<file path="config.mk">
export PLATFORM = sky130hd
export DESIGN_NAME = fmc_div
export DESIGN_NICKNAME = d
export VERILOG_FILES = /design/src/hw/rtl/fmc_pkg.sv /design/src/hw/rtl/fmc_div.sv
export SDC_FILE = /design/constraint.sdc
export NUM_CORES = 2
export LEC_CHECK = 0
export BUFFER_PORTS_ARGS = -buffer_cell sky130_fd_sc_hd__buf_2
export CAP_MARGIN = 5
export CORE_MARGIN = 2
export CORE_UTILIZATION = 42
export DETAILED_ROUTE_END_ITERATION = 7
export HOLD_SLACK_MARGIN = 0.02
export RECOVER_POWER = 25
export SLEW_MARGIN = 25
export SYNTH_ARGS = -nofsm -noshare
export SYNTH_HDL_FRONTEND = slang
export SYNTH_SLANG_ARGS = --single-unit
</file>
<file path="constraint.sdc">
create_clock -name clk -period 12 [get_ports clk]
set_input_delay 1.8 -clock clk [delete_from_list [all_inputs] [get_ports clk]]
set_output_delay 1.8 -clock clk [all_outputs]
set_load 0.02 [all_outputs]
</file>
<file path="src/hw/rtl/fmc_pkg.sv">
package fmc_pkg;

  localparam int BASE_W   = 26;
  localparam int TARGET_W = 27;
  localparam int QUO_W    = 26;            // quotient bits produced by the divider
  localparam int DIV_W    = 23;            // 100 * afr_setpoint fits in 23 bits
  localparam int PROD_W   = 40;            // density * volume * ve
  localparam int HI_W     = PROD_W - QUO_W;

  localparam logic [BASE_W-1:0]   BASE_MAX   = {BASE_W{1'b1}};
  localparam logic [TARGET_W-1:0] TARGET_MAX = {TARGET_W{1'b1}};

  localparam int AFR_SCALE = 100;
  localparam int PCT_SCALE = 1600;

  // floor(x / 1600) = floor(floor(x / 64) / 25); divide by 25 via reciprocal
  localparam int PCT_SHIFT = 6;
  localparam logic [31:0] RECIP_25 = 32'h51EB851F;
  localparam int RECIP_SHIFT = 35;
  localparam logic [35:0] TGT_LIMIT = 36'd3355443200;  // 25 * 2^27

  localparam logic [11:0]        CYL_VOL_RST = 12'd0;
  localparam logic signed [15:0] MAX_REL_RST = 16'sd1600;
  localparam logic signed [15:0] MIN_REL_RST = -16'sd800;
  localparam logic [15:0]        MAX_ABS_RST = 16'd10000;

  typedef enum logic [1:0] {
    REG_CYL_VOL = 2'd0,
    REG_MAX_REL = 2'd1,
    REG_MIN_REL = 2'd2,
    REG_MAX_ABS = 2'd3
  } fmc_reg_t;

  typedef struct packed {
    logic [15:0]        charge_density;
    logic [11:0]        ve_percent;
    logic [15:0]        afr_setpoint;
    logic               ase_on;
    logic signed [15:0] ase_percent;
    logic               wue_on;
    logic signed [15:0] wue_percent;
    logic               baro_on;
    logic signed [15:0] baro_percent;
    logic               accel_on;
    logic signed [23:0] accel_mass;
  } fmc_in_t;

  typedef struct packed {
    logic [BASE_W-1:0]   base_mass;
    logic [TARGET_W-1:0] target_mass;
    logic                divide_error;
    logic                rel_clipped;
    logic                abs_clipped;
    logic                saturated;
  } fmc_out_t;

  typedef struct packed {
    logic [11:0]        cylinder_volume;
    logic signed [15:0] max_rel_comp;
    logic signed [15:0] min_rel_comp;
    logic [15:0]        max_abs_comp;
  } fmc_cfg_t;

  // corrections resolved up front, carried alongside the division
  typedef struct packed {
    logic               derr;
    logic signed [15:0] rel;
    logic               relc;
    logic signed [23:0] accel;
    logic               absc;
  } fmc_side_t;

  typedef struct packed {
    logic [DIV_W-1:0] rem;
    logic [QUO_W-1:0] qp;    // dividend bits shift out of the top, quotient bits in
    logic [DIV_W-1:0] d;
    logic             ovf;
    fmc_side_t        side;
  } fmc_dq_t;

endpackage

</file>
<file path="src/hw/rtl/fmc_div.sv">
module fmc_div (
  input  logic             clk,
  input  logic             rst_n,
  input  logic             up_valid,
  output logic             up_ready,
  input  fmc_pkg::fmc_dq_t up_data,
  output logic             dn_valid,
  input  logic             dn_ready,
  output fmc_pkg::fmc_dq_t dn_data
);

  localparam int LAST = fmc_pkg::QUO_W - 1;

  logic [fmc_pkg::QUO_W-1:0] v_r;
  logic [fmc_pkg::QUO_W:0]   rdy;
  fmc_pkg::fmc_dq_t          st_r [fmc_pkg::QUO_W];

  assign rdy[fmc_pkg::QUO_W] = dn_ready;
  assign up_ready = rdy[0];
  assign dn_valid = v_r[LAST];
  assign dn_data  = st_r[LAST];

  // one restoring step per stage, quotient msb first
  for (genvar k = 0; k < fmc_pkg::QUO_W; k++) begin : g_step
    fmc_pkg::fmc_dq_t cur, st_nxt;
    logic             vin;
    logic [fmc_pkg::DIV_W:0] trial, dext;
    logic             ge;

    if (k == 0) begin : g_first
      assign cur = up_data;
      assign vin = up_valid;
    end else begin : g_next
      assign cur = st_r[k-1];
      assign vin = v_r[k-1];
    end

    assign rdy[k] = !v_r[k] || rdy[k+1];

    always_comb begin
      trial  = {cur.rem, cur.qp[fmc_pkg::QUO_W-1]};
      dext   = {1'b0, cur.d};
      ge     = (trial >= dext);
      st_nxt = cur;
      st_nxt.rem = ge ? fmc_pkg::DIV_W'(trial - dext) : trial[fmc_pkg::DIV_W-1:0];
      st_nxt.qp  = {cur.qp[fmc_pkg::QUO_W-2:0], ge};
    end

    always_ff @(posedge clk) begin
      if (!rst_n) begin
        v_r[k] <= 1'b0;
      end else if (rdy[k]) begin
        v_r[k] <= vin;
      end
    end

    always_ff @(posedge clk) begin
      if (rdy[k]) begin
        st_r[k] <= st_nxt;
      end
    end
  end

  a_rem_below_divisor: assert property (@(posedge clk) disable iff (!rst_n)
    v_r[LAST] && !st_r[LAST].side.derr && !st_r[LAST].ovf
      |-> st_r[LAST].rem < st_r[LAST].d)
    else $error("divider remainder not below divisor");

endmodule

</file>
After elaboration in Yosys (flattened, before gate mapping)
Memory sizes are Yosys's and may differ from the RTL's.
Cells that the tools add are included.
{"block": "word_totals", "out_inout_bits": 118, "memories": 1, "ram_bits": 3016, "mem_bits_ro": 0, "inputBits": 120, "latchBits": 0, "register_bits": 26}
{"block": "classes", "muxes": 78, "eq_ne": 0, "n_div": 0, "bitwise": 0, "multipliers": 0, "reduce_logical": 52, "n_lt_le_gt_ge": 26, "n_addsub": 26, "n_shift": 0}
{"name": "st_r", "depth": 26, "word_bits": 116, "read_ports": 26, "rd_clocked_by_memory_dff": 0, "write_ports": 26, "line": "fmc_div.sv:16", "text": "fmc_pkg::fmc_dq_t st_r [fmc_pkg::QUO_W];"}
{"op": "$ge A24 B23 Y1", "n": 26}
{"op": "$mux W23", "n": 26}
{"op": "$sub A23 B23 Y23", "n": 26}
{"op": "$mux W1", "n": 52}
{"op": "$logic_not A1 Y1", "n": 26}
{"op": "$logic_or A1 B1 Y1", "n": 26}

Logic depth before layout (Yosys ltp)
{"block": "depth", "ltp_word": 29, "mapped_depth": 15, "depth_no_buf": 13}

Worst setup path before layout
No wires, ideal clock.
{"block": "synth_timing", "path_type": "input to output", "from": "input port dn_ready", "to": "output port up_ready", "path_slack_ns": -0.490, "required_time_ns": 10.200, "t_arrival_ns": 10.690, "path_stages": 10, "path_buffers": 0, "cell_sequence": "nor2b_1 > inv_1 > nor2_1 > and2_1 > and4_1 > and2_1 > inv_1 > nor2_1 > and2_1 > nand3_1"}
{"block": "synth_via", "elab_chain_cells": 26}
{"item": "start: declaration", "line": "fmc_div.sv:8", "text": "input logic dn_ready,"}
{"item": "$logic_or A1 B1 Y1", "line": "fmc_div.sv:38", "text": "assign rdy[k] = !v_r[k] || rdy[k+1];"}
{"item": "via rdy, one bit", "line": "fmc_div.sv:15", "text": "logic [fmc_pkg::QUO_W:0] rdy;"}
{"item": "$logic_or A1 B1 Y1 (18 in a row)", "line": "fmc_div.sv:38"}
{"item": "via rdy, one bit", "line": "fmc_div.sv:15"}
{"item": "$logic_or A1 B1 Y1 (7 in a row)", "line": "fmc_div.sv:38"}
{"item": "end: declaration", "line": "fmc_div.sv:5", "text": "output logic up_ready,"}
The timed path passes the listed nets, and every way through them passes these cells.

Worst setup path in the final report
Same ends and word-level chain as after synthesis.

==> results.md <==
* First-pass GRT wire length at 364 mm
* Fin nets at 9566
* CP Launch Point: dn_ready
* Proportion of power drawn by combinational gates at 31.1%
* Mapped Cells at 8301
* Vias in the first global route at 67938
* Most common cell after layout, fill and taps aside: edfxtp_1
* Final setup violation count at 0
* Via count at 65974
* Post-synth cell types at 95
* Clk_skew at 0.0449 ns
* Peak VDD IR at 0.114 mV
* Pint at 25.1 mW
* Crit path capture type: output pin
* FF+latch count, synth at 3042
* Most common cell on crit path: and2_1
* CTS Buf Count at 316
* Cell area after synthesis at 127000 µm²
* Clock Sinks at 3042
* Share of cells above drive strength 1 at 12.2%
* Worst r2r path cells at 11
* Starting Density at 42.3%
* Final wirelength at 226 mm
* Min cycle time layout at 7.92 ns
* Synthesized netlist net count at 9045
* Grt ovf at 0
* Data required time at the worst endpoint at 10.20 ns
* Fin cells at 13032
* Hold Fails Final Rpt at 0
* Final Total Pwr at 36.0 mW
* Hpwl dp at 166 mm
* CP Buf/Inv Count at 4
* Power per cell area at 251 nW/µm²
* Die Ht at 554 µm
* Register cell area after layout at 91100 µm²
* Worst path slowest cell: and4_1
* Unrepaired setup endpoints after global routing: false
* Hold Path Class: register to register
* P_leak at 56.3 nW
* Remaining DRCs at 0
* Crit-path cells: buf_2 > nor2b_1 > inv_4 > nor2_1 > and2_1 > and4_1 > and2_1 > inv_4 > nor2_1 > and2_1 > nand3_4 > buf_2
* Hold Path Origin: st_r[0][1823]
* Yosys warnings at 0
* Max-cap violations at 0
* Area grow syn2layout at 12.9%
* Number of enable flip-flop cells after synthesis at 3016
* Drt initial violations at 4025
* WS Path Type: input port to output pin
* Post-DR wirelength/cell at 17.4 µm
* Post-cts sizing count at 0
* Post-DRT Antenna Nets at 0
* Top_reg_cell synth: edfxtp_1
* Hold Path Stages at 0
* Setup TNS at 0 ns
* Pins Over Slew Limit at 0
* Crit Reg-Reg Endpoint: st_r[0][141]
* CTS tree: done
* Cell Rows at 201
* Worst-Skew Late Latency at 0.86 ns
* Worst-case clock buffer depth at 4
* Clock-pin slew on the worst setup and hold paths at 0.06 ns
* Final GP Congestion at 0.892
* Final Cycle Share at 66.0%
* Max-slew headroom at 32.4%
* Via density at 5.06
* Beginning of the worst register-to-register path: dn_valid
* Seq pwr share at 43.0%
* Cts hold-fix bufs at 0
* Peak fanout along the critical path at 56
* Maximum clock rate at 126 MHz
* Async set or reset register ratio after synthesis at 0%
* # IOs at 238
* Status: finished clean
* Hold path endpoint: st_r[1][84]
* Crit-path leading delay family: simple AND/OR/NAND/NOR gates
* Synth Area per Inst at 15.3 µm²
* Max stage delay on crit path at 0.57 ns
* Arr. time, crit path at 6.12 ns
* R2R setup slack at 6.65 ns
* Initial antenna violation count at 38
* Die Area at 307000 µm²
* Multi-input gate area at 32900 µm²
* Commonest cells after routing, fill and taps aside: edfxtp_1, inv_1, ha_1
* Fillcell total at 25162
* Layout Utilization at 47.7%
* Seq/Total Area, Yosys at 71.7%
* Cell count after placement at 12460
* Clk network pwr share at 25.8%
* H-tree levels at 5
* Switching portion of total power at 30.2%
* 1st-pass router iterations at 7
* Port bufs at 237
* Chip Width at 554 µm
* Crit path launch type: input port
* Core footprint at 301000 µm²
* CTS root buf: clkbuf_16
* Total track usage at 14.7%
* Worst-Margin Slew at 0.999 ns
* Psw at 10.8 mW
* Largest net degree at the start of global routing at 113
* Setup Fix Bufs, Post-CTS at 0
==> layer usage <==
layer	share of wire, %	vias up	global-route usage (%)
met2	51	1312	26.3
met5	0	-	0
met4	4.1	0	6.00
met1	42	31909	17.7
met3	3.6	551	2.03
li1	-	32202	-
==> kinds of logic (layout without fill, tap and decap cells) <==
family / count (synthesis) / in the layout / synth area share [%]
adders and majority gates: 624 / 624 / 6.30
and+or+nand+nor: 1323 / 1323 / 4.95
buffers and inverters: 856 / 1615 / 2.60
muxes: 334 / 334 / 2.96
DFF: 3042 / 3042 / 71.7
AOI/OAI and AO/OA: 1663 / 1663 / 8.34
xor gates and xnor gates: 459 / 459 / 3.16
other: 0 / 14 / 0
==> cell usage after synthesis (all sizes together) (19+ instances only) <==
library cell | number | area [µm²]
edfxtp | 3016 | 90600
fa | 26 | 521
nand3 | 80 | 400
a21boi | 34 | 255
a21o | 195 | 1460
a31oi | 40 | 275
o21a | 137 | 1030
clkbuf | 52 | 195
nand2 | 438 | 1640
xnor2 | 292 | 2560
nor3 | 79 | 405
mux2 | 300 | 3420
nor2 | 339 | 1270
inv | 759 | 2850
nor2b | 87 | 544
o31ai | 29 | 223
and3 | 44 | 275
o21bai | 58 | 435
a211oi | 39 | 303
mux2i | 34 | 340
o31a | 31 | 272
or3 | 19 | 119
ha | 598 | 7480
a21oi | 486 | 2430
o21ai | 429 | 2150
nand4 | 68 | 425
a211o | 20 | 175
buf | 45 | 258
nand2b | 66 | 413
o211ai | 19 | 148
dfxtp | 26 | 521
xor2 | 167 | 1460
==> per-stage QoR <==
| stage | hold WS [ns] | setup WS [ns] | cell area (µm²) |
|---|---|---|---|
| 2_1_floorplan | 0.400 | 0.794 | 127000 |
| 5_1_grt | 0.394 | 3.79 | 143000 |
| 3_5_place_dp | 0.405 | 4.06 | 133000 |
| 4_1_cts | 0.386 | 4.03 | 143000 |
| 3_3_place_gp | 0.401 | 4.06 | 133000 |
| 6_report | 0.384 | 4.08 | 143000 |
==> sequential cells by signal, summed over array words and instances, names as in the netlist <==
name	cells
dn_valid	1
g_step.vin	25
st_r	3016
==> area by class of cell <==
type,count,area share [%]
inverters,759,2.01
multi-input cells,4403,22.9
clock inverters,169,1.12
clock buffers,387,5.78
diodes,14,0.0244
well taps,3958,3.45
flip-flops and latches,3042,63.5
repair buffers,300,1.23
==> power groups by stage <==
stage | Clock [mW] | Combinational [mW] | Sequential [mW]
2_1_floorplan | 0 | 8.74 | 15.3
3_3_place_gp | 0 | 10.8 | 15.7
3_5_place_dp | 0 | 11.1 | 15.7
4_1_cts | 9.58 | 11.2 | 15.5
5_1_grt | 10.0 | 12.5 | 15.7
6_report | 9.29 | 11.2 | 15.5
==> how the worst max path moves through the flow <==
| stage | end | slack (ns) | cells after the start |
|---|---|---|---|
| 2_1_floorplan | up_ready | 0.79 | 10 |
| 4_1_cts | up_ready | 4.03 | 12 |
| 3_5_place_dp | up_ready | 4.06 | 12 |
| 5_1_grt | up_ready | 3.79 | 12 |
| 6_report | up_ready | 4.08 | 12 |
| 3_3_place_gp | up_ready | 4.06 | 12 |
(Power assumes the default switching activity.)
