## src/hw/rtl/fmc_pkg.sv

```systemverilog
package fmc_pkg;

  localparam int BASE_W   = 26;
  localparam int TARGET_W = 27;
  localparam int QUO_W    = 26;            // quotient bits produced by the divider
  localparam int DIV_W    = 23;            // 100 * afr_setpoint fits in 23 bits
  localparam int PROD_W   = 40;            // density * volume * ve
  localparam int HI_W     = PROD_W - QUO_W;

  localparam logic [BASE_W-1:0]   BASE_MAX   = {BASE_W{1'b1}};
  localparam logic [TARGET_W-1:0] TARGET_MAX = {TARGET_W{1'b1}};

  localparam int AFR_SCALE = 100;
  localparam int PCT_SCALE = 1600;

  // floor(x / 1600) = floor(floor(x / 64) / 25); divide by 25 via reciprocal
  localparam int PCT_SHIFT = 6;
  localparam logic [31:0] RECIP_25 = 32'h51EB851F;
  localparam int RECIP_SHIFT = 35;
  localparam logic [35:0] TGT_LIMIT = 36'd3355443200;  // 25 * 2^27

  localparam logic [11:0]        CYL_VOL_RST = 12'd0;
  localparam logic signed [15:0] MAX_REL_RST = 16'sd1600;
  localparam logic signed [15:0] MIN_REL_RST = -16'sd800;
  localparam logic [15:0]        MAX_ABS_RST = 16'd10000;

  typedef enum logic [1:0] {
    REG_CYL_VOL = 2'd0,
    REG_MAX_REL = 2'd1,
    REG_MIN_REL = 2'd2,
    REG_MAX_ABS = 2'd3
  } fmc_reg_t;

  typedef struct packed {
    logic [15:0]        charge_density;
    logic [11:0]        ve_percent;
    logic [15:0]        afr_setpoint;
    logic               ase_on;
    logic signed [15:0] ase_percent;
    logic               wue_on;
    logic signed [15:0] wue_percent;
    logic               baro_on;
    logic signed [15:0] baro_percent;
    logic               accel_on;
    logic signed [23:0] accel_mass;
  } fmc_in_t;

  typedef struct packed {
    logic [BASE_W-1:0]   base_mass;
    logic [TARGET_W-1:0] target_mass;
    logic                divide_error;
    logic                rel_clipped;
    logic                abs_clipped;
    logic                saturated;
  } fmc_out_t;

  typedef struct packed {
    logic [11:0]        cylinder_volume;
    logic signed [15:0] max_rel_comp;
    logic signed [15:0] min_rel_comp;
    logic [15:0]        max_abs_comp;
  } fmc_cfg_t;

  // corrections resolved up front, carried alongside the division
  typedef struct packed {
    logic               derr;
    logic signed [15:0] rel;
    logic               relc;
    logic signed [23:0] accel;
    logic               absc;
  } fmc_side_t;

  typedef struct packed {
    logic [DIV_W-1:0] rem;
    logic [QUO_W-1:0] qp;    // dividend bits shift out of the top, quotient bits in
    logic [DIV_W-1:0] d;
    logic             ovf;
    fmc_side_t        side;
  } fmc_dq_t;

endpackage

```

## src/hw/rtl/fmc_air.sv

```systemverilog
module fmc_air (
  input  logic              clk,
  input  logic              rst_n,
  input  fmc_pkg::fmc_cfg_t cfg,
  input  logic              up_valid,
  output logic              up_ready,
  input  fmc_pkg::fmc_in_t  up_data,
  output logic              dn_valid,
  input  logic              dn_ready,
  output fmc_pkg::fmc_dq_t  dn_data
);

  logic [2:0] v_r;
  logic [2:0] en;

  // stage 0: density * volume, divisor, corrections
  logic [27:0]                  p1_r, p1_nxt;
  logic [11:0]                  ve_r;
  logic [fmc_pkg::DIV_W-1:0]    d0_r, d0_nxt;
  fmc_pkg::fmc_side_t           side0_r, side0_nxt;

  // stage 1: full product
  logic [fmc_pkg::PROD_W-1:0]   p_r, p_nxt;
  logic [fmc_pkg::DIV_W-1:0]    d1_r;
  fmc_pkg::fmc_side_t           side1_r;

  // stage 2: divider setup
  fmc_pkg::fmc_dq_t             dq_r, dq_nxt;

  logic signed [17:0] rel_sum;
  logic signed [17:0] max_ext, min_ext;
  logic signed [24:0] acc_ext, abs_ext;
  logic [fmc_pkg::HI_W-1:0] hi;

  assign en[2]    = !v_r[2] || dn_ready;
  assign en[1]    = !v_r[1] || en[2];
  assign en[0]    = !v_r[0] || en[1];
  assign up_ready = en[0];
  assign dn_valid = v_r[2];
  assign dn_data  = dq_r;

  always_comb begin
    p1_nxt = 28'(up_data.charge_density) * 28'(cfg.cylinder_volume);
    d0_nxt = fmc_pkg::DIV_W'(up_data.afr_setpoint) * fmc_pkg::DIV_W'(fmc_pkg::AFR_SCALE);

    rel_sum = '0;
    if (up_data.ase_on) begin
      rel_sum = rel_sum + {{2{up_data.ase_percent[15]}}, up_data.ase_percent};
    end
    if (up_data.wue_on) begin
      rel_sum = rel_sum + {{2{up_data.wue_percent[15]}}, up_data.wue_percent};
    end
    if (up_data.baro_on) begin
      rel_sum = rel_sum + {{2{up_data.baro_percent[15]}}, up_data.baro_percent};
    end
    max_ext = {{2{cfg.max_rel_comp[15]}}, cfg.max_rel_comp};
    min_ext = {{2{cfg.min_rel_comp[15]}}, cfg.min_rel_comp};

    side0_nxt.derr = (up_data.afr_setpoint == '0);
    side0_nxt.rel  = rel_sum[15:0];
    side0_nxt.relc = 1'b0;
    // upper limit wins when the limits cross; a zero sum is never clipped
    if (rel_sum != '0) begin
      if (rel_sum > max_ext) begin
        side0_nxt.rel  = cfg.max_rel_comp;
        side0_nxt.relc = 1'b1;
      end else if (rel_sum < min_ext) begin
        side0_nxt.rel  = cfg.min_rel_comp;
        side0_nxt.relc = 1'b1;
      end
    end

    acc_ext = {up_data.accel_mass[23], up_data.accel_mass};
    abs_ext = {9'b0, cfg.max_abs_comp};
    side0_nxt.accel = '0;
    side0_nxt.absc  = 1'b0;
    if (up_data.accel_on) begin
      if (acc_ext > abs_ext) begin
        side0_nxt.accel = {8'b0, cfg.max_abs_comp};
        side0_nxt.absc  = 1'b1;
      end else begin
        side0_nxt.accel = up_data.accel_mass;
      end
    end
  end

  assign p_nxt = fmc_pkg::PROD_W'(p1_r) * fmc_pkg::PROD_W'(ve_r);

  always_comb begin
    hi          = p_r[fmc_pkg::PROD_W-1:fmc_pkg::QUO_W];
    dq_nxt.rem  = fmc_pkg::DIV_W'(hi);
    dq_nxt.qp   = p_r[fmc_pkg::QUO_W-1:0];
    dq_nxt.d    = d1_r;
    dq_nxt.ovf  = (fmc_pkg::DIV_W'(hi) >= d1_r);
    dq_nxt.side = side1_r;
  end

  always_ff @(posedge clk) begin
    if (!rst_n) begin
      v_r <= '0;
    end else begin
      if (en[0]) v_r[0] <= up_valid;
      if (en[1]) v_r[1] <= v_r[0];
      if (en[2]) v_r[2] <= v_r[1];
    end
  end

  always_ff @(posedge clk) begin
    if (en[0]) begin
      p1_r    <= p1_nxt;
      ve_r    <= up_data.ve_percent;
      d0_r    <= d0_nxt;
      side0_r <= side0_nxt;
    end
    if (en[1]) begin
      p_r     <= p_nxt;
      d1_r    <= d0_r;
      side1_r <= side0_r;
    end
    if (en[2]) begin
      dq_r    <= dq_nxt;
    end
  end

endmodule

```

## config.mk

```make
export PLATFORM = sky130hd
export DESIGN_NAME = fmc_air
export DESIGN_NICKNAME = d
export VERILOG_FILES = /design/src/hw/rtl/fmc_pkg.sv /design/src/hw/rtl/fmc_air.sv
export SDC_FILE = /design/constraint.sdc
export NUM_CORES = 2
export LEC_CHECK = 0
export ABC_AREA = 1
export BUFFER_PORTS_ARGS = -buffer_cell sky130_fd_sc_hd__buf_4
export CAP_MARGIN = 20
export CORE_UTILIZATION = 50
export CTS_CLUSTER_SIZE = 24
export DETAILED_ROUTE_END_ITERATION = 12
export GPL_TIMING_DRIVEN = 0
export PLACE_DENSITY = 0.72
export REMOVE_ABC_BUFFERS = 1
export SLEW_MARGIN = 20
export SYNTH_ARGS = -nofsm -noshare
export SYNTH_HDL_FRONTEND = slang
export SYNTH_SLANG_ARGS = --single-unit
```

## constraint.sdc

```tcl
create_clock -name clk -period 5.2 [get_ports clk]
set_input_delay 0.26 -clock clk [delete_from_list [all_inputs] [get_ports clk]]
set_output_delay 0.26 -clock clk [all_outputs]
set_load 0.01 [all_outputs]
```

**After elaboration in Yosys (flattened, before gate mapping)**

Index checks and enable logic that the tools add are counted.

- Register bits after elaboration: 316
- Output and inout bits: 118
- Word-level logic and storage cells: 55

- Add/subtract/negate cells: 2
- Multipliers: 3
- $lt $le $gt $ge: 4
- Multiplexer cells: 8
- Bitwise operators: 1
- Reduce and logical (&&, ||, !) cells: 9

Operator list:

| cell | number |
|---|---|
| 2-to-1 mux 18 bit | 3 |
| 2-to-1 mux 17 bit | 3 |
| multiplier 28 x 12 -> 40 bit | 1 |
| adder 18 bit | 2 |
| multiplier 16 x 12 -> 28 bit | 1 |
| greater-than comparator 24 x 17 -> 1 bit | 1 |
| greater-or-equal comparator 14 x 23 -> 1 bit | 1 |
| multiplier 16 x 5 -> 21 bit, second input constant | 1 |
| greater-than comparator 18 x 16 -> 1 bit | 1 |
| less-than comparator 18 x 16 -> 1 bit | 1 |
| nonzero test 18 bit | 1 |
| logical NOT 16 bit | 1 |
| 2-to-1 mux 16 bit | 1 |
| logical NOT 1 bit | 3 |
| logical OR 1 bit | 3 |
| OR reduction 2 bit | 1 |
| 2-to-1 mux 1 bit | 1 |
| inverter 1 bit | 1 |

**Logic depth before layout (Yosys ltp)**

- Depth after elaboration: 9
- Gate-level depth with buffers: 43

**Worst setup path after synthesis**

OpenSTA, ideal clock, no wires.

- Kind: register -> register
- Start point: register v_r[2]
- End point: register d0_r[10] (netlist name), enable pin
- Library setup time: 0.976 ns
- Data arrival time: 4.738 ns
- Path slack: -0.514 ns
- Stages on the path, launching flop included: 4
- Path buffers: 0
- Clock period less this slack: 5.714 ns
- Cells stage by stage: dfxtp_1 > nand2_1 > nor2_1 > nand2_1

- Word-level cells in the longest chain between the ends: 4

RTL lines:

| element | line | text |
|---|---|---|
| start: declaration | fmc_air.sv:13 | `logic [2:0] v_r;` |
| start signal: assignment | fmc_air.sv:104 | `if (en[2]) v_r[2] <= v_r[1];` |
| logical NOT 1 bit | fmc_air.sv:35 | `assign en[2] = !v_r[2] \|\| dn_ready;` |
| logical OR 1 bit | fmc_air.sv:35 |  |
| named net en[2] | fmc_air.sv:14 | `logic [2:0] en;` |
| logical OR 1 bit | fmc_air.sv:36 | `assign en[1] = !v_r[1] \|\| en[2];` |
| logical OR 1 bit | fmc_air.sv:37 | `assign en[0] = !v_r[0] \|\| en[1];` |
| named net up_ready | fmc_air.sv:6 | `output logic up_ready,` |
| end signal: assignment | fmc_air.sv:112 | `d0_r <= d0_nxt;` |
| end: declaration | fmc_air.sv:19 | `logic [fmc_pkg::DIV_W-1:0] d0_r, d0_nxt;` |

The timed path passes the listed nets, and every way through them passes these cells.
A chain may end at the register's enable or synchronous reset.

**Worst setup path in the final report**

- Start point: register ve_r[6]
- End point: register p_r[38] (netlist name) (data pin)

- Word-level cells in the longest chain between the ends: 1

RTL lines:

| element | line | text |
|---|---|---|
| start: declaration | fmc_air.sv:18 | `logic [11:0] ve_r;` |
| start signal: assignment | fmc_air.sv:111 | `ve_r <= up_data.ve_percent;` |
| multiplier 28 x 12 -> 40 bit | fmc_air.sv:87 | `assign p_nxt = fmc_pkg::PROD_W'(p1_r) * fmc_pkg::PROD_W'(ve_r);` |
| named net p_nxt (one bit) | fmc_air.sv:23 | `logic [fmc_pkg::PROD_W-1:0] p_r, p_nxt;` |
| end signal: assignment | fmc_air.sv:116 | `p_r <= p_nxt;` |
| end: declaration | fmc_air.sv:23 |  |

The timed path passes the listed nets, and every way through them passes these cells.

==> out/metrics.yaml <==
status: "complete, but fails checks"
violations: "setup timing"
clkTransAtPathRegs_ns: 0.07
postLayoutCellArea_um2: 39000
min_path_cells: 3
core_um2: 63500
pin_count: 302
slowest_stage: "fa_2"
nets: 4864
setup_viol: 17
syn-cell-area_um2: 32400
final_common_cell: "nand2_1"
via_per_inst: 5.13
crit-reg2reg-capture: "p_r[38]"
dp_hpwl_um: 57500
io_buffers: 290
cts_buffer_depth: 3
ys_async_sr_fraction_pct: 0
synth_warnings: 0
cp.buffers_inverters: 6
synth_area_leaders: "edfxtp_1 (29%), fa_1 (26%), ha_1 (12%)"
drtPass1Iterations: 5
grtUsageTotal_pct: 23.7
gp_congestion: 0.909
root_buffer: "clkbuf_16"
yosys.area.top_type_share_pct: 29.0
antenna_found_initial: 3
totalWireLength_um: 78800
netlist_instances: 3568
cts_made_buffers: 29
path_cells: "buf_6 > buf_6 > buf_16 > nand2_1 > inv_1 > fa_1 > inv_1 > fa_2 > fa_1 > fa_1 > inv_1 > fa_1 > ha_4 > nand2_1 > nor2_4 > nand2_2 > nor4_4 > nand2_1 > o211ai_1 > xor2_1"
slowest_delay_ns: 0.57
grt_pass1_wl_um: 126000
grt_pass1_vias: 25162
hold_path_end: "side0_r[22]"
areaGrowthSynthToFinish_pct: 20.4
drv_cap: 0
h-tree-depth: 1
finalCritPeriodShare_pct: 108
synth.avg_cell_area_um2: 9.08
cp_data_arrival_time_ns: 5.90
worstHoldStart: "up_data[21]"
fin_crit_ns: 5.60
cp_max_fo: 16
layout_common_cells: "nand2_1 (849), inv_1 (794), fa_1 (404), buf_4 (404), edfxtp_1 (313)"
critPathRequiredTime_ns: 5.50
dr_total_vias: 24805
dieArea_um2: 65800
drive_above_1_share_pct: 17.0
final.setup_skew_ns: 0.0225
rr_worst_depth: 20
yosys_most_used_dff: "edfxtp_1"
grt_max_degree: 80
reg2reg_from: "ve_r[6]"
synth-edff-count: 313
postRouteAntennaNets: 0
seq_area_frac_synth_pct: 29.2
rows: 92
crit_path_start_kind: "flip-flop"
synth-seq-cells: 316
hold_class: "primary input to flip-flop"
synth_cell_types: 48
wl_per_cell_um: 16.3
die_w_um: 256
crit_top_cell: "fa_1"
grt_overflow: 0
drc_errors: 0
crit_family: "adder cells"
place_area_um2: 35300
tritoncts: "built"
clock_latency_ns: 0.58
hold_viol_final: 0
worst_slew_pin_slew_ns: 0.756
rsz0062_at_grt: "true"
slew_violations: 0
path_class: "flip-flop to flip-flop"
rrSetupSlack_ns: -0.40
cp-end-kind: "flip-flop"
drt_iter0_markers: 1561
initial_utilization_pct: 51.0
whs_ns: 0.0253
crit_start: "ve_r[6]"
final.setup.worst_slack_ns: -0.398
cts.sinks: 316
synth_top_area_cell: "edfxtp_1"
dieHeight_um: 256
fmax_mhz: 179
max_slew_margin_pct: 49.6
==> worst max path at each step <==
stage                             end  cells past startpoint  slack [ns]
after global routing          p_r[38]                     20       -0.46
after CTS                     p_r[34]                     23       -0.18
after global placement       up_ready                      6       -3.09
after floorplan              d0_r[10]                      3       -0.51
final                         p_r[38]                     20       -0.40
after detailed placement  side0_r[28]                     34       -1.71
==> synth_stat cells, drive strengths merged (2+ instances only) <==
| cell type | number |
|---|---|
| xor2 | 54 |
| a21boi | 6 |
| buf | 30 |
| a31oi | 11 |
| nor3 | 11 |
| nand3 | 108 |
| o21ai | 89 |
| or2 | 4 |
| o21a | 13 |
| dfxtp | 3 |
| nor4 | 12 |
| o221ai | 3 |
| o31ai | 5 |
| o211ai | 11 |
| a21o | 6 |
| ha | 298 |
| a21oi | 159 |
| xnor2 | 32 |
| a211oi | 3 |
| nand2 | 886 |
| edfxtp | 313 |
| nor2 | 138 |
| and2 | 2 |
| inv | 818 |
| clkbuf | 102 |
| nand4 | 22 |
| fa | 413 |
| nand3b | 4 |
| o21bai | 6 |
==> stage by stage <==
stage	utilization [%]	cells	TNS [ns]	worst slack, ns
floorplan	-	3446	-77.86	-0.514
global placement	55.2	4582	-608.40	-3.09
detailed placement	55.6	4589	-42.53	-1.71
CTS	60.0	4795	-0.951	-0.182
global route	61.4	4839	-5.38	-0.463
finish	61.4	4839	-2.65	-0.398
==> metal layers <==
metal / routed length (µm) / global-route usage, % / vias to the layer above / share of wire (%)
met5: 0 / 0 / - / 0
met4: 2090 / 6.73 / 0 / 2.7
met3: 5370 / 2.84 / 150 / 6.8
met2: 38200 / 41.0 / 915 / 49
met1: 33100 / 31.5 / 11945 / 42
li1: - / - / 11795 / -
==> sequential cells by signal (all words and copies together), names as in the netlist <==
name	flops
v_r	3
side0_r	43
p_r	40
p1_r	28
dn_data	105
ve_r	12
dq_nxt	43
d0_r	21
d1_r	21
==> tightest hold or removal path: stages <==
cell    delay (ns)
buf_4         0.08
inv_1         0.05
nor2_1        0.10
==> cell families (layout without fill, tap and decap cells) <==
kind of cell | after synthesis | in the layout | share of synthesized area [%]
muxes | 1 | 1 | 0.0309
buffers and inverters | 951 | 1362 | 11.2
AOI/OAI and AO/OA | 315 | 315 | 5.37
other | 1 | 14 | 0.0116
and+or+nand+nor | 1187 | 1188 | 14.8
xor gates and xnor gates | 86 | 86 | 2.35
adders and majority gates | 711 | 711 | 37.0
DFF | 316 | 316 | 29.2
==> layout make-up <==
cell class,count,area (µm²)
clock buffers,35,748
multi-input cells,2312,20300
clock inverters,17,194
flip-flops and latches,316,9460
well taps,846,1060
inverters,819,3090
diodes,3,7.51
fillers,5244,24600
repair buffers,491,4110
==> what timing repair did <==
| item | in CTS | in global routing |
|---|---|---|
| gates resized for setup | 115 | 138 |
| setup endpoints to repair | 46 | 39 |
| hold endpoints to repair | 41 | 0 |
| pin swaps | 39 | 98 |
| setup buffers | 106 | 43 |
| cloned | 1 | 0 |
| hold buffers | 47 | 0 |
Power is not shown: default switching activity piles up to over one toggle a cycle in this logic, so the estimate is an artifact.
