## config.mk

```make
export PLATFORM = sky130hd
export DESIGN_NAME = fmc_trim
export DESIGN_NICKNAME = d
export VERILOG_FILES = /design/src/hw/rtl/fmc_pkg.sv /design/src/hw/rtl/fmc_trim.sv
export SDC_FILE = /design/constraint.sdc
export NUM_CORES = 2
export LEC_CHECK = 0
export ABC_AREA = 1
export BUFFER_PORTS_ARGS = -buffer_cell sky130_fd_sc_hd__buf_2
export CORE_MARGIN = 5
export CORE_UTILIZATION = 65
export CTS_BUF_LIST = sky130_fd_sc_hd__clkbuf_16
export CTS_CLUSTER_DIAMETER = 60
export DETAILED_ROUTE_END_ITERATION = 6
export PLACE_DENSITY = 0.93
export SKIP_LAST_GASP = 1
export SLEW_MARGIN = 20
export SYNTH_ARGS = -nofsm -noshare
export SYNTH_HDL_FRONTEND = slang
export SYNTH_SLANG_ARGS = --single-unit
```

## constraint.sdc

```tcl
create_clock -name clk -period 11.3 [get_ports clk]
set_input_delay 2.26 -clock clk [delete_from_list [all_inputs] [get_ports clk]]
set_output_delay 2.26 -clock clk [all_outputs]
set_load 0.1 [all_outputs]
```

## src/hw/rtl/fmc_pkg.sv

```systemverilog
package fmc_pkg;

  localparam int BASE_W   = 26;
  localparam int TARGET_W = 27;
  localparam int QUO_W    = 26;            // quotient bits produced by the divider
  localparam int DIV_W    = 23;            // 100 * afr_setpoint fits in 23 bits
  localparam int PROD_W   = 40;            // density * volume * ve
  localparam int HI_W     = PROD_W - QUO_W;

  localparam logic [BASE_W-1:0]   BASE_MAX   = {BASE_W{1'b1}};
  localparam logic [TARGET_W-1:0] TARGET_MAX = {TARGET_W{1'b1}};

  localparam int AFR_SCALE = 100;
  localparam int PCT_SCALE = 1600;

  // floor(x / 1600) = floor(floor(x / 64) / 25); divide by 25 via reciprocal
  localparam int PCT_SHIFT = 6;
  localparam logic [31:0] RECIP_25 = 32'h51EB851F;
  localparam int RECIP_SHIFT = 35;
  localparam logic [35:0] TGT_LIMIT = 36'd3355443200;  // 25 * 2^27

  localparam logic [11:0]        CYL_VOL_RST = 12'd0;
  localparam logic signed [15:0] MAX_REL_RST = 16'sd1600;
  localparam logic signed [15:0] MIN_REL_RST = -16'sd800;
  localparam logic [15:0]        MAX_ABS_RST = 16'd10000;

  typedef enum logic [1:0] {
    REG_CYL_VOL = 2'd0,
    REG_MAX_REL = 2'd1,
    REG_MIN_REL = 2'd2,
    REG_MAX_ABS = 2'd3
  } fmc_reg_t;

  typedef struct packed {
    logic [15:0]        charge_density;
    logic [11:0]        ve_percent;
    logic [15:0]        afr_setpoint;
    logic               ase_on;
    logic signed [15:0] ase_percent;
    logic               wue_on;
    logic signed [15:0] wue_percent;
    logic               baro_on;
    logic signed [15:0] baro_percent;
    logic               accel_on;
    logic signed [23:0] accel_mass;
  } fmc_in_t;

  typedef struct packed {
    logic [BASE_W-1:0]   base_mass;
    logic [TARGET_W-1:0] target_mass;
    logic                divide_error;
    logic                rel_clipped;
    logic                abs_clipped;
    logic                saturated;
  } fmc_out_t;

  typedef struct packed {
    logic [11:0]        cylinder_volume;
    logic signed [15:0] max_rel_comp;
    logic signed [15:0] min_rel_comp;
    logic [15:0]        max_abs_comp;
  } fmc_cfg_t;

  // corrections resolved up front, carried alongside the division
  typedef struct packed {
    logic               derr;
    logic signed [15:0] rel;
    logic               relc;
    logic signed [23:0] accel;
    logic               absc;
  } fmc_side_t;

  typedef struct packed {
    logic [DIV_W-1:0] rem;
    logic [QUO_W-1:0] qp;    // dividend bits shift out of the top, quotient bits in
    logic [DIV_W-1:0] d;
    logic             ovf;
    fmc_side_t        side;
  } fmc_dq_t;

endpackage

```

## src/hw/rtl/fmc_trim.sv

```systemverilog
module fmc_trim (
  input  logic              clk,
  input  logic              rst_n,
  input  logic              up_valid,
  output logic              up_ready,
  input  fmc_pkg::fmc_dq_t  up_data,
  output logic              dn_valid,
  input  logic              dn_ready,
  output fmc_pkg::fmc_out_t dn_data
);

  typedef struct packed {
    logic [fmc_pkg::BASE_W-1:0] base;
    logic                       derr;
    logic                       relc;
    logic                       absc;
    logic                       bsat;
  } fmc_flag_t;

  logic [3:0] v_r;
  logic [3:0] en;

  fmc_flag_t          fl0_r, fl0_nxt, fl1_r, fl2_r;
  logic signed [43:0] prod_r, prod_nxt;
  logic signed [35:0] acc_r, acc_nxt;
  logic signed [16:0] fac;

  logic signed [44:0] num;
  logic               pos;
  logic [35:0]        n6;
  logic [31:0]        nq_r;
  logic               zero1_r, tsat1_r, zero2_r, tsat2_r;

  logic [63:0]        m_r, m_nxt;

  fmc_pkg::fmc_out_t  out_r, out_nxt;

  assign en[3]    = !v_r[3] || dn_ready;
  assign en[2]    = !v_r[2] || en[3];
  assign en[1]    = !v_r[1] || en[2];
  assign en[0]    = !v_r[0] || en[1];
  assign up_ready = en[0];
  assign dn_valid = v_r[3];
  assign dn_data  = out_r;

  // stage 0: pick base, scale by (1600 + rel), accel * 1600
  always_comb begin
    fl0_nxt.derr = up_data.side.derr;
    fl0_nxt.relc = up_data.side.relc;
    fl0_nxt.absc = up_data.side.absc;
    fl0_nxt.bsat = !up_data.side.derr && up_data.ovf;
    if (up_data.side.derr) begin
      fl0_nxt.base = '0;
    end else if (up_data.ovf) begin
      fl0_nxt.base = fmc_pkg::BASE_MAX;
    end else begin
      fl0_nxt.base = up_data.qp;
    end
    fac      = 17'(fmc_pkg::PCT_SCALE) + {up_data.side.rel[15], up_data.side.rel};
    prod_nxt = $signed({18'b0, fl0_nxt.base}) * $signed({{27{fac[16]}}, fac});
    acc_nxt  = $signed({{12{up_data.side.accel[23]}}, up_data.side.accel})
             * 36'(fmc_pkg::PCT_SCALE);
  end

  // stage 1: sum, sign and range check, drop the factor of 64
  always_comb begin
    num = {prod_r[43], prod_r} + {{9{acc_r[35]}}, acc_r};
    pos = !num[44] && (num != '0);
    n6  = num[fmc_pkg::PCT_SHIFT+35:fmc_pkg::PCT_SHIFT];
  end

  // stage 2: divide by 25 through the reciprocal
  assign m_nxt = 64'(nq_r) * 64'(fmc_pkg::RECIP_25);

  // stage 3: result register
  always_comb begin
    out_nxt.base_mass    = fl2_r.base;
    out_nxt.divide_error = fl2_r.derr;
    out_nxt.rel_clipped  = fl2_r.relc;
    out_nxt.abs_clipped  = fl2_r.absc;
    out_nxt.saturated    = fl2_r.bsat || tsat2_r;
    if (zero2_r) begin
      out_nxt.target_mass = '0;
    end else if (tsat2_r) begin
      out_nxt.target_mass = fmc_pkg::TARGET_MAX;
    end else begin
      out_nxt.target_mass = m_r[fmc_pkg::RECIP_SHIFT+fmc_pkg::TARGET_W-1:fmc_pkg::RECIP_SHIFT];
    end
  end

  always_ff @(posedge clk) begin
    if (!rst_n) begin
      v_r <= '0;
    end else begin
      if (en[0]) v_r[0] <= up_valid;
      if (en[1]) v_r[1] <= v_r[0];
      if (en[2]) v_r[2] <= v_r[1];
      if (en[3]) v_r[3] <= v_r[2];
    end
  end

  always_ff @(posedge clk) begin
    if (en[0]) begin
      fl0_r  <= fl0_nxt;
      prod_r <= prod_nxt;
      acc_r  <= acc_nxt;
    end
    if (en[1]) begin
      fl1_r   <= fl0_r;
      nq_r    <= n6[31:0];
      zero1_r <= !pos;
      tsat1_r <= pos && (n6 >= fmc_pkg::TGT_LIMIT);
    end
    if (en[2]) begin
      fl2_r   <= fl1_r;
      m_r     <= m_nxt;
      zero2_r <= zero1_r;
      tsat2_r <= tsat1_r;
    end
    if (en[3]) begin
      out_r <= out_nxt;
    end
  end

endmodule

```

Yosys cells after proc, flatten, opt, wreduce, memory -nomap -nowiden

Cells that the tools add are included.
W data, S select, Z words.

Register bits after elaboration: 323
Latch bits: 0
Bits in writable memories: 0
ROM bits: 0
Input bits: 120
Output and inout bits: 59
Word-level logic and storage cells: 58
Memories: 0

Add/sub/neg operators: 2
$mul: 3
Div/mod/pow operators: 0
$lt $le $gt $ge: 1
Equality and inequality tests: 0
Shift operators: 0
Muxes and demuxes: 3
Bitwise gates (word level): 0
Reductions and logical operators: 16

Operators by type and width:

| kind                     | count |
|---|---|
| $mul A32 B31 Y62 const B | 1 |
| $mux W26                 | 2 |
| $add A44 B36 Y45         | 1 |
| $reduce_bool A45 Y1      | 1 |
| $mul A27 B17 Y44         | 1 |
| $ge A36 B32 Y1 const B   | 1 |
| $mul A24 B6 Y30 const B  | 1 |
| $mux W27                 | 1 |
| $add A12 B16 Y17 const A | 1 |
| $logic_not A1 Y1         | 7 |
| $logic_or A1 B1 Y1       | 5 |
| $logic_and A1 B1 Y1      | 3 |

Longest topological paths before layout

Depth after elaboration: 5
Depth in mapped cells: 32
Mapped depth without buffers: 31

Worst setup path before layout

Ideal clock, no wire load.

Path type: in2out
Start: input dn_ready
End: output up_ready
Arrival: 7.834 ns
Required time: 9.040 ns
Path slack: 1.206 ns
Cell stages on the path: 6
Path buffers: 0
Path through: nor2_1 > inv_1 > nor2_1 > inv_1 > nor2_1 > nand2_1

Cells in the longest elaborated chain, start to end: 4

Ends and longest elaborated chain:

| item               | RTL line       | text |
|---|---|---|
| start, declared    | fmc_trim.sv:8  | `input logic dn_ready,` |
| $logic_or A1 B1 Y1 | fmc_trim.sv:38 | `assign en[3] = !v_r[3] \|\| dn_ready;` |
| named net en[3]    | fmc_trim.sv:21 | `logic [3:0] en;` |
| $logic_or A1 B1 Y1 | fmc_trim.sv:39 | `assign en[2] = !v_r[2] \|\| en[3];` |
| named net en[2]    | fmc_trim.sv:21 |  |
| $logic_or A1 B1 Y1 | fmc_trim.sv:40 | `assign en[1] = !v_r[1] \|\| en[2];` |
| $logic_or A1 B1 Y1 | fmc_trim.sv:41 | `assign en[0] = !v_r[0] \|\| en[1];` |
| end, declared      | fmc_trim.sv:5  | `output logic up_ready,` |

The timed path passes the listed nets, and every way through them passes these cells.

Final worst setup path

Start: input up_data[32] (netlist name)
End: register prod_r[36], data pin

Cells in the longest elaborated chain, start to end: 2

Ends and longest elaborated chain:

| item                   | RTL line        | text |
|---|---|---|
| start, declared        | fmc_trim.sv:6   | `input fmc_pkg::fmc_dq_t up_data,` |
| $add A12 B16 Y17       | fmc_trim.sv:59  | `fac = 17'(fmc_pkg::PCT_SCALE) + {up_data.side.rel[15], up_data.side.rel};` |
| $mul A27 B17 Y44       | fmc_trim.sv:60  | `prod_nxt = $signed({18'b0, fl0_nxt.base}) * $signed({{27{fac[16]}}, fac});` |
| named net prod_nxt[36] | fmc_trim.sv:24  | `logic signed [43:0] prod_r, prod_nxt;` |
| end signal, assigned   | fmc_trim.sv:105 | `prod_r <= prod_nxt;` |
| end, declared          | fmc_trim.sv:24  |  |

The timed path passes the listed nets, and every way through them passes these cells.
A chain may end at the register's enable or synchronous reset.

==> impl_metrics.tcl <==
set metrics [dict create \
    rrSetupSlack_ps 3790 \
    ys.flop_type "edfxtp_1" \
    clock_latency_ps 560 \
    drtIter0Drc 3689 \
    criticalPathCategory "in2reg" \
    syn_area_per_cell_um2 9.09 \
    grt_use_total_pct 35.2 \
    hpwl_mm 109 \
    cts.sinks 288 \
    overflow 0 \
    ios 179 \
    setup_violations 0 \
    holdPathStages 0 \
    fill_cells 4968 \
    vias_per_cell 5.93 \
    wl_per_cell_um 21.7 \
    finalHoldViolCount 0 \
    clk_pin_slew_worst_paths_ps 60 \
    drc 8 \
    finalCritPeriodShare_pct 84.2 \
    start_kind "input pin" \
    endpoint_kind "flop" \
    die_w_um 278 \
    async_flop_share_pct 0 \
    crit_path_max_fanout 20 \
    cp.required_ps 11600 \
    tightest_slew_ps 1130 \
    grt_first_pass_wirelength_mm 213 \
    grt_max_degree 73 \
    finalMaxSlewViolations 0 \
    whs_endpoint "fl2_r[20]" \
    grt_pass1_vias 40216 \
    initial_core_util_pct 65.4 \
    period_minus_slack_ps 9520 \
    fmax_mhz 105 \
    cts_made_buffers 35 \
    synth.distinct_cells 51 \
    cts_resized 0 \
    syn-num-nets 6683 \
    gp_congestion 1.04 \
    maxSlewHeadroom_pct 24.0 \
    drive_gt1_share_pct 4.89 \
    nNetsFinal 6806 \
    die-height_um 278 \
    rr_startpoint "nq_r[16]" \
    row_count 98 \
    place.port_buffers 132 \
    synth.yosys.warnings 0 \
    finalWirelength_mm 136 \
    synth_area_um2 46800 \
    area_delta_synth_final_pct 6.23 \
    rsz0062_at_grt "no" \
    cts_setup_buffers 0 \
    clock_skew_ps 15.4 \
    drt-pass1-iter-count 7 \
    tns_ps 0 \
    drt.antenna.violating_nets 0 \
    cts_hold_buf 0 \
    ys_ff_latch 288 \
    worstPathArrival_ps 9820 \
    yosysSeqAreaShare_pct 18.4 \
    status "finished, violations left" \
    h-tree-depth 2 \
    rr_worst_depth 19 \
    core-area_um2 71500 \
    hold_path.startpoint "fl1_r[20]" \
    cap_violations 0 \
    synth_edf_count 284 \
    cts_buffer_depth 3 \
    worstHoldPathType "reg2reg" \
    cts_root_buffer "clkbuf_16" \
    dieArea_um2 77400 \
    antenna_found_initial 6 \
    rr_endpoint "m_r[47]" \
    violations "design-rule violations" \
    cts_tree "done" \
    routed-via-count 37050 \
    synth_cells 5148 \
]
worst max-delay path, stage by stage:
cell,delay [ps]
buf_2,270
ha_2,280
a21oi_1,110
nand2_1,80
nand2_1,80
inv_1,80
nand4_1,100
nand2_1,770
clkinv_1,670
nand2_1,240
fa_1,480
fa_1,510
inv_1,50
fa_1,410
fa_1,530
fa_1,520
inv_1,50
fa_1,490
inv_1,90
ha_1,360
a21oi_1,180
inv_1,70
a31oi_1,170
o21ai_0,130
a21oi_1,410
o21ai_2,120
a21oi_1,180
xnor2_1,110
how the worst max path moves through the flow:
stage	startpoint	end	slack, ps	depth (start not counted)
floorplan	dn_ready	up_ready	1210	6
global placement	up_data[32]	prod_r[36]	1700	28
detailed placement	up_data[32]	prod_r[28]	1550	27
CTS	up_data[32]	prod_r[36]	2070	28
global route	up_data[32]	prod_r[36]	1660	28
finish	up_data[32]	prod_r[36]	1780	28
placed cells by master, fill, tap and decap left out, drive strengths merged, types with 2 or more instances in the layout:
| cell | synthesis | layout |
|---|---|---|
| clkinvlp | 0 | 2 |
| a221oi | 7 | 7 |
| and2 | 4 | 4 |
| clkbuf | 55 | 35 |
| nand2 | 825 | 825 |
| buf | 12 | 153 |
| diode | 0 | 3 |
| bufinv | 0 | 3 |
| o21bai | 18 | 18 |
| dfxtp | 4 | 4 |
| edfxtp | 284 | 284 |
| nor3 | 24 | 24 |
| a21o | 14 | 14 |
| o2111ai | 3 | 3 |
| a21oi | 184 | 184 |
| o211ai | 10 | 10 |
| inv | 1379 | 1388 |
| nand3 | 75 | 75 |
| xnor2 | 38 | 38 |
| and3 | 6 | 6 |
| nand4 | 23 | 23 |
| nand3b | 11 | 11 |
| o221ai | 5 | 5 |
| or2 | 8 | 8 |
| xor2 | 75 | 75 |
| nor2 | 478 | 478 |
| o21a | 11 | 11 |
| a21boi | 4 | 4 |
| clkinv | 10 | 22 |
| o21ai | 129 | 129 |
| nor4 | 9 | 9 |
| fa | 770 | 770 |
| a31oi | 24 | 24 |
| ha | 645 | 645 |
flip-flops by register name (all words and copies together), names as in the netlist:
| name | count |
|---|---|
| v_r | 4 |
| m_r | 27 |
| fl1_r | 30 |
| fl0_r | 30 |
| prod_r | 44 |
| acc_r | 30 |
| nq_r | 32 |
| dn_data | 57 |
| tsat1_r | 1 |
| tsat2_r | 1 |
| fl2_r | 30 |
| zero2_r | 1 |
| zero1_r | 1 |
logic make-up after synthesis:
family	count (synthesis)	share of synthesized area, %
AND/OR/NAND/NOR	1463	12.5
buffers and inverters	1456	11.7
adder cells (fa/ha/maj)	1415	50.2
AO/OA/AOI/OAI	413	5.05
flip-flops	288	18.4
XOR/XNOR	113	2.13
through the flow:
step / std cells / hold WS (ps) / utilization [%] / setup slack [ps] / area (um^2)
floorplan: 5148 / 400 / - / 1210 / 46800
global placement: 6182 / 401 / 67.9 / 1700 / 48500
detailed placement: 6182 / 405 / 67.9 / 1550 / 48500
CTS: 6243 / 408 / 69.5 / 2070 / 49700
global route: 6245 / 422 / 69.5 / 1660 / 49700
finish: 6248 / 410 / 69.5 / 1780 / 49700
synth_stat cells, types with 3 or more instances:
cell type	number	share of area (%)
and2_1	3	0.040
nand2_1	810	6.5
fa_1	770	33
nand3b_1	11	0.18
xnor2_1	38	0.71
a21oi_2	3	0.056
a21oi_1	181	1.9
nand4_1	23	0.31
o21ai_2	8	0.15
a21boi_0	3	0.048
ha_1	645	17
buf_1	7	0.056
o2111ai_1	3	0.056
a31oi_1	24	0.32
and3_1	6	0.080
nor2_2	3	0.040
clkinv_1	10	0.080
buf_2	5	0.053
o21ai_0	103	1.1
nand3_1	72	0.77
xor2_1	74	1.4
nor3_1	23	0.25
nor2_1	475	3.8
a21o_1	14	0.22
o211ai_1	9	0.14
dfxtp_1	4	0.17
o21bai_1	17	0.27
o21ai_1	18	0.19
clkbuf_1	55	0.44
o21a_1	11	0.18
or2_2	7	0.094
edfxtp_1	284	18
nor4_1	8	0.11
o221ai_1	5	0.094
a221oi_1	7	0.13
nand2_2	15	0.20
inv_1	1378	11
nand3_2	3	0.064
layout make-up:
type	instances	area (um^2)	share of cell area [%]
clock inverter	26	248	0.499
antenna	3	7.51	0.0151
inverter	1389	5210	10.5
multi-input combinational	3404	32700	65.8
tap	950	1190	2.39
sequential	288	8610	17.3
clock buffer	35	876	1.76
timing repair buffer	153	833	1.68
per-layer routing:
layer | GRT usage [%] | vias to the layer above | share of wire, %
met1 | 41.2 | 17604 | 34
met5 | 0 | - | 0.018
met2 | 57.1 | 2556 | 46
met3 | 9.35 | 916 | 11
met4 | 24.0 | 4 | 9.1
li1 | - | 15970 | -
Power is not shown: default switching activity piles up to over one toggle a cycle in this logic, so the estimate is an artifact.
